File: config.mk
export PLATFORM = sky130hd
export DESIGN_NAME = folp_coeff
export DESIGN_NICKNAME = d
export VERILOG_FILES = /design/src/design/folp_pkg.sv /design/src/design/folp_coeff.sv
export SDC_FILE = /design/constraint.sdc
export NUM_CORES = 2
export LEC_CHECK = 0
export CORE_MARGIN = 5
export CORE_UTILIZATION = 30
export DETAILED_ROUTE_END_ITERATION = 8
export DONT_BUFFER_PORTS = 1
export GPL_TIMING_DRIVEN = 0
export SLEW_MARGIN = 20
export SYNTH_ARGS = -nofsm -noshare
export SYNTH_HDL_FRONTEND = slang
export SYNTH_SLANG_ARGS = --single-unit
File: constraint.sdc
create_clock -name i_clk -period 22.3 [get_ports i_clk]
set_clock_uncertainty 0.15 [all_clocks]
set_input_delay 5.575 -clock i_clk [delete_from_list [all_inputs] [get_ports i_clk]]
set_output_delay 5.575 -clock i_clk [all_outputs]
set_load 0.02 [all_outputs]
File: src/design/folp_pkg.sv
// Package for the first-order lag low-pass filter.
// Fixed-point widths, register indexes, reset values, coefficient constants and shared types.
// No dependencies; every other design file uses it by scoped names.
package folp_pkg;

    // Fixed-point formats
    localparam int SAMPLE_BITS = 16;                       // raw sample width
    localparam int FRAC_BITS   = 16;                       // fraction bits of the state
    localparam int COEFF_BITS  = 16;                       // Q0.COEFF_BITS coefficient
    localparam int VAL_W       = SAMPLE_BITS + FRAC_BITS;  // filter state width
    localparam int OUT_W       = 32;                       // filtered_value field width

    // Configuration port
    localparam int CFG_W     = 20;
    localparam int CFG_IDX_W = 3;
    localparam int NUM_REGS  = 6;

    localparam logic [CFG_IDX_W-1:0] REG_CORNER_HZ = 3'd0;
    localparam logic [CFG_IDX_W-1:0] REG_PERIOD_US = 3'd1;
    localparam logic [CFG_IDX_W-1:0] REG_MIN_CORN  = 3'd2;
    localparam logic [CFG_IDX_W-1:0] REG_MAX_CORN  = 3'd3;
    localparam logic [CFG_IDX_W-1:0] REG_MIN_PER   = 3'd4;
    localparam logic [CFG_IDX_W-1:0] REG_MAX_PER   = 3'd5;

    localparam logic [CFG_W-1:0] RST_CORNER_HZ = 20'd0;
    localparam logic [CFG_W-1:0] RST_PERIOD_US = 20'd0;
    localparam logic [CFG_W-1:0] RST_MIN_CORN  = 20'd1;
    localparam logic [CFG_W-1:0] RST_MAX_CORN  = 20'd10000;
    localparam logic [CFG_W-1:0] RST_MIN_PER   = 20'd1;
    localparam logic [CFG_W-1:0] RST_MAX_PER   = 20'd1000000;

    // Coefficient arithmetic: k = pi*p / (1e6 + pi*p), pi and 1e6 in Q20
    localparam int PROD_W = 2 * CFG_W;        // corner * period
    localparam int PI_W   = 22;
    localparam int MEGA_W = 40;
    localparam int NUM_W  = 62;               // pi*p and the divisor fit here
    localparam logic [PI_W-1:0]   PI_Q20   = 22'd3294199;
    localparam logic [MEGA_W-1:0] MEGA_Q20 = 40'd1048576000000;

    // Status of the coefficient unit
    typedef struct packed {
        logic                  busy;
        logic [COEFF_BITS-1:0] coeff;
    } t_coeff_status;

endpackage

File: src/design/folp_coeff.sv
// Coefficient unit: three multiply steps then a restoring divider, one bit a cycle.
// Depends on folp_pkg.
module folp_coeff (
    input  logic                         i_clk,
    input  logic                         i_rst_n,
    input  logic                         i_start,
    input  logic                         i_cfg_ok,
    input  logic [folp_pkg::CFG_W-1:0]   i_corner,
    input  logic [folp_pkg::CFG_W-1:0]   i_period,
    output folp_pkg::t_coeff_status      o_status
);
    localparam int HALF   = folp_pkg::PROD_W / 2;
    localparam int PP_W   = HALF + folp_pkg::PI_W;
    localparam int CNT_W  = $clog2(folp_pkg::COEFF_BITS);
    localparam int NUM_W  = folp_pkg::NUM_W;
    localparam int CB     = folp_pkg::COEFF_BITS;

    typedef enum logic [2:0] {
        S_IDLE, S_MUL_P, S_MUL_LO, S_MUL_HI, S_DEN, S_DIV
    } t_state;

    t_state                      r_state;
    logic [folp_pkg::PROD_W-1:0] r_prod;
    logic [NUM_W-1:0]            r_num;
    logic [NUM_W-1:0]            r_den;
    logic [NUM_W-1:0]            r_rem;
    logic [CB-1:0]               r_quot;
    logic [CB-1:0]               r_coeff;
    logic [CNT_W-1:0]            r_cnt;

    logic [folp_pkg::PROD_W-1:0] w_p;
    logic [PP_W-1:0]             w_pp;
    logic [NUM_W:0]              w_shift;
    logic [NUM_W:0]              w_diff;
    logic                        w_ge;
    logic [NUM_W-1:0]            n_rem;

    // corner * period, then one half of that product times pi per cycle
    assign w_p  = folp_pkg::PROD_W'(i_corner) * folp_pkg::PROD_W'(i_period);
    assign w_pp = (r_state == S_MUL_LO)
                ? PP_W'(r_prod[HALF-1:0]) * PP_W'(folp_pkg::PI_Q20)
                : PP_W'(r_prod[folp_pkg::PROD_W-1:HALF]) * PP_W'(folp_pkg::PI_Q20);

    // one restoring step
    assign w_shift = {r_rem, 1'b0};
    assign w_diff  = w_shift - {1'b0, r_den};
    assign w_ge    = (w_shift >= {1'b0, r_den});
    assign n_rem   = w_ge ? w_diff[NUM_W-1:0] : w_shift[NUM_W-1:0];

    always_ff @(posedge i_clk) begin
        if (!i_rst_n) begin
            r_state <= S_IDLE;
            r_coeff <= '0;
        end else if (i_start) begin
            r_state <= S_MUL_P;
            r_coeff <= '0;
        end else begin
            unique case (r_state)
                S_IDLE: begin
                    r_state <= S_IDLE;
                end
                S_MUL_P: begin
                    // invalid configuration leaves the coefficient at zero
                    if (i_cfg_ok) begin
                        r_prod  <= w_p;
                        r_state <= S_MUL_LO;
                    end else begin
                        r_state <= S_IDLE;
                    end
                end
                S_MUL_LO: begin
                    r_num   <= NUM_W'(w_pp);
                    r_state <= S_MUL_HI;
                end
                S_MUL_HI: begin
                    r_num   <= r_num + (NUM_W'(w_pp) << HALF);
                    r_state <= S_DEN;
                end
                S_DEN: begin
                    r_den   <= r_num + NUM_W'(folp_pkg::MEGA_Q20);
                    r_rem   <= r_num;
                    r_quot  <= '0;
                    r_cnt   <= '0;
                    r_state <= S_DIV;
                end
                S_DIV: begin
                    r_rem  <= n_rem;
                    r_quot <= {r_quot[CB-2:0], w_ge};
                    r_cnt  <= r_cnt + 1'b1;
                    if (r_cnt == CNT_W'(CB - 1)) begin
                        r_coeff <= {r_quot[CB-2:0], w_ge};
                        r_state <= S_IDLE;
                    end
                end
                default: begin
                    r_state <= S_IDLE;
                end
            endcase
        end
    end

    assign o_status.busy  = (r_state != S_IDLE);
    assign o_status.coeff = r_coeff;

endmodule

# Word level (Yosys, flattened, before mapping)
# Index checks and enable logic that the tools add are counted.
# classes
addsub	4
mul	3
order_cmp	1
n_eq_ne	8
n_mux	10
bitwise	2
reduce_logical	9
# op_table
operator	n
62-bit one-hot mux with 2 select lines	2
20-bit by 22-bit multiplier with 42-bit output (second input constant)	2
63-bit by 62-bit >= comparator with 1-bit output	1
62-bit by 40-bit adder with 62-bit output (second input constant)	1
62-bit adder	1
62-bit two-way mux	1
62-bit subtractor	1
42-bit two-way mux	1
20-bit by 20-bit multiplier with 40-bit output	1
15-bit one-hot mux with 2 select lines	1
3-bit one-hot mux with 5 select lines	1
3-bit AND reduction	3
4-bit one-hot mux with 2 select lines	1
3-bit by 2-bit == test with 1-bit output (second input constant)	2
3-bit == test (second input constant)	2
4-bit by 1-bit adder with 4-bit output (second input constant)	1
4-bit == test (second input constant)	1
4-bit AND reduction	1
2-bit nonzero test	2
3-bit by 1-bit == test with 1-bit output (second input constant)	1
3-bit two-way mux	1
3-bit inequality test (second input constant)	1
3-bit nonzero test	1
2-bit two-way mux	1
other kinds (5)	6
# totals
regBits	264
input_bits	44

# Logic depth before layout (Yosys ltp)
# depth
depth_word	4
depth_mapped	38
depth_no_buf	37

# Least setup slack after synthesis
# No wires, ideal clock.
# synth_timing
kind	input to register
start	input i_period[5] (netlist bit)
end	register r_prod[36] (netlist bit) (data pin)
setup_time_ps	260
t_arrival_ps	11796
required_ps	21890
slack_ps	10093
stages	25
n_path_buf	2
cell_sequence	clkbuf_1 -> nand2_1 -> fa_1 -> inv_1 -> fa_1 -> inv_1 -> fa_1 -> fa_1 -> inv_1 -> fa_1 -> fa_1 -> fa_1 -> ha_1 -> buf_6 -> a21o_1 -> a21o_1 -> a211o_1 -> a21oi_2 -> a21oi_2 -> o221ai_2 -> o21ai_1 -> a21o_1 -> and4_4 -> a311oi_2 -> xnor2_1
# synth_between
elab_chain_cells	1
# synth_rtl
element	line_no	text
from (decl)	folp_coeff.sv:9	input logic [folp_pkg::CFG_W-1:0] i_period,
20-bit by 20-bit multiplier with 40-bit output	folp_coeff.sv:39	assign w_p = folp_pkg::PROD_W'(i_corner) * folp_pkg::PROD_W'(i_period);
net w_p, one bit	folp_coeff.sv:31	logic [folp_pkg::PROD_W-1:0] w_p;
to (signal assigned)	folp_coeff.sv:65	r_prod <= w_p;
to (decl)	folp_coeff.sv:23	logic [folp_pkg::PROD_W-1:0] r_prod;
# The timed path passes the listed nets, and every way through them passes these cells.
# A chain may end at the register's enable or synchronous reset.

# Final worst setup path
# layout_timing
start	input i_corner[10] (netlist bit)
end	register r_prod[36] (netlist bit) (data pin)
# layout_between
elab_chain_cells	1
# layout_rtl
element	line_no	text
from (decl)	folp_coeff.sv:8	input logic [folp_pkg::CFG_W-1:0] i_corner,
20-bit by 20-bit multiplier with 40-bit output	folp_coeff.sv:39	
net w_p, one bit	folp_coeff.sv:31	
# The timed path passes the listed nets, and every way through them passes these cells.

==> qor.csv <==
stage;metric;value;unit
floorplan;start_util;0.3023;
clock_network;cts_buffers;30;
yosys;ys.flop_type;edfxtp_1;
clock_network;root_buffer;clkbuf_16;
final_layout;area_growth;8.159;%
placed_design;dp_cells;7083;
placed_design;dpl.hpwl;106.7;mm
critical_path;worst-path-max-fanout;10;
global_route;grt_max_degree;24;
final_layout;fill_cells;16131;
global_route;grt_pass1_vias;35633;
clock_network;clkSinkCount;264;
sta;fin_tns_setup;0;ns
route;final_antenna_net_count;0;
global_route;antenna_found_initial;5;
yosys;synthArstFlopShare;0;
run_status;status;completed;
global_route;overflow;0;
route;vias;34313;
clock_network;cts_tree;done;
global_route;grt_usage;0.1503;
floorplan;die_area;163400;um^2
critical_path;critPathBufInv;5;
yosys;synth-seq-cells;264;
route;avgRoutedWirePerCell;17.35;um
critical_path;slowest_stage;clkbuf_1;
final_layout;layout-drive-gt1-share;0.02769;
yosys;synth_area_leaders;fa_1 (27%), ha_1 (18%), edfxtp_1 (16%);
sta;finalCritPeriodShare;0.5631;
clock_network;htree_levels;1;
critical_path;slowest_delay;0.59;ns
route;wirelength;123.9;mm
route;dr.pass1.iters;7;
critical_path;crit_type;input port to flop;
route;via_per_inst;4.806;
critical_path;critical-path-top-delay-family;adder cells;
yosys;synth_cell_types;92;
critical_path;start_kind;input port;
clock_network;cts.path.max_buffers;3;
yosys;synth.most_common_cell;inv_1;
sta;hold_viol;0;
placed_design;gp_congestion;0.9230;
yosys;avgSynthCellArea;9.287;um^2
sta;layout_min_cycle_time;12.56;ns
yosys;netlist_instances;5020;
final_layout;instances_no_fill;7140;
sta;maxSlewHeadroom;0.2288;
critical_path;cp.required;22.47;ns
clock_network;cts_resized;0;
final_layout;multi_input_area;34660;um^2
sta;max_freq;79.64;MHz
yosys;netlist.area_leader.share;0.2679;
yosys;synth_edf_count;245;
floorplan;dieWidth;404.2;um
yosys;seq_area_frac_synth;0.1660;
floorplan;fp.dieH;404.2;um
critical_path;cpMostUsedCell;fa_1;
route;drtIter0Drc;2242;
critical_path;ff2ff_setup_slack;12.33;ns
yosys;synth_top_area_cell;fa_1;
clock_network;clkTransAtPathRegs;0.06;ns
clock_network;cts_hold_buf;0;
route;drc;0;
critical_path;cp.arrival;12.73;ns
final_layout;fin_util;0.3270;
sta;drv_slew;0;
clock_network;clock_latency;0.61;ns
floorplan;pin_count;61;
floorplan;rows;144;
floorplan;coreArea;154200;um^2
final_layout;nets;6423;
sta;worst_pin_slew;1.154;ns
global_route;grt_pass1_wl;197.8;mm
sta;setup_viol;0;
critical_path;worstSetupEndpointType;flop;
final_layout;regArea;7737;um^2
min_path;min_path_type;flop to flop;
run;maxCapViolCount;0;
clock_network;postCtsSetupRepairBufs;0;
yosys;ys_warn_count;0;
yosys;syn_area;46620;um^2
placed_design;numPortBuffers;0;
sta;grt_setup_unrepaired;no;
yosys;synth_nets;6372;
yosys;synth_common_cells;inv_1 (924), ha_1 (684), fa_1 (624);
## cells by family after synthesis
kind of cell	count (synthesis)	synth area share
AO/OA/AOI/OAI	854	0.1157
XOR/XNOR	247	0.04640
adder cells (fa/ha/maj)	1308	0.4515
buffers and inverters	1114	0.09125
flip-flops	264	0.1660
multiplexers	52	0.01124
AND/OR/NAND/NOR	1181	0.1179
## layer usage
layer / GRT usage / vias up / wire length (um)
met3: 0.01596 / 174 / 6675
li1: - / 16451 / -
met5: 0 / - / 0
met1: 0.2030 / 16811 / 55790
met4: 0.04005 / 0 / 3393
met2: 0.2570 / 877 / 58010
## layout by cell type, fill, tap and decap left out, drive strengths merged, types with 28 or more instances in the layout
cell,n
a21o,149
a21oi,271
and2,169
and3,40
buf,46
clkbuf,197
edfxtp,245
fa,624
ha,684
inv,929
mux2i,49
nand2,578
nand2b,29
nand3,51
nand4,41
nor2,167
nor2b,30
nor3,28
o21ai,211
o21bai,37
xnor2,152
xor2,95
## sequential cells by signal, summed over array words and instances, names as in the netlist
signal and count:
r_coeff 16, r_num 62, r_cnt 4, r_quot 15, r_prod 40, r_den 62
r_rem 62, r_state 3
## path summary, 6_finish.rpt
| check | startpoint | cells after the start | end |
|---|---|---|---|
| min | r_num[5] | 0 | r_den[5] |
| min reg2reg | r_num[5] | 0 | r_den[5] |
| max reg2reg | r_prod[27] | 36 | r_num[58] |
| max | i_corner[10] | 25 | r_prod[36] |
## area by class of cell
| class | instances | area share |
|---|---|---|
| antenna | 3 | 0.0001489 |
| inverter | 928 | 0.06908 |
| timing repair buffer | 19 | 0.004491 |
| tap | 2044 | 0.05072 |
| multi-input combinational | 3642 | 0.6873 |
| clock buffer | 38 | 0.01588 |
| clock inverter | 16 | 0.003623 |
| buffer | 186 | 0.01528 |
| sequential | 264 | 0.1534 |
## metrics by stage
step           worst slack (ns)  hold WS, ns  cell area, um^2
2_1_floorplan             10.09       0.2762            46620
3_3_place_gp              8.883       0.2816            49180
3_5_place_dp              9.120       0.2834            49430
4_1_cts                   9.745       0.2946            50420
5_1_grt                   9.506       0.3035            50420
6_report                  9.744       0.2937            50430
Power is left out: the tool's default activity adds up to more than one toggle a clock period on the data nets, which glitch-free logic cannot reach.
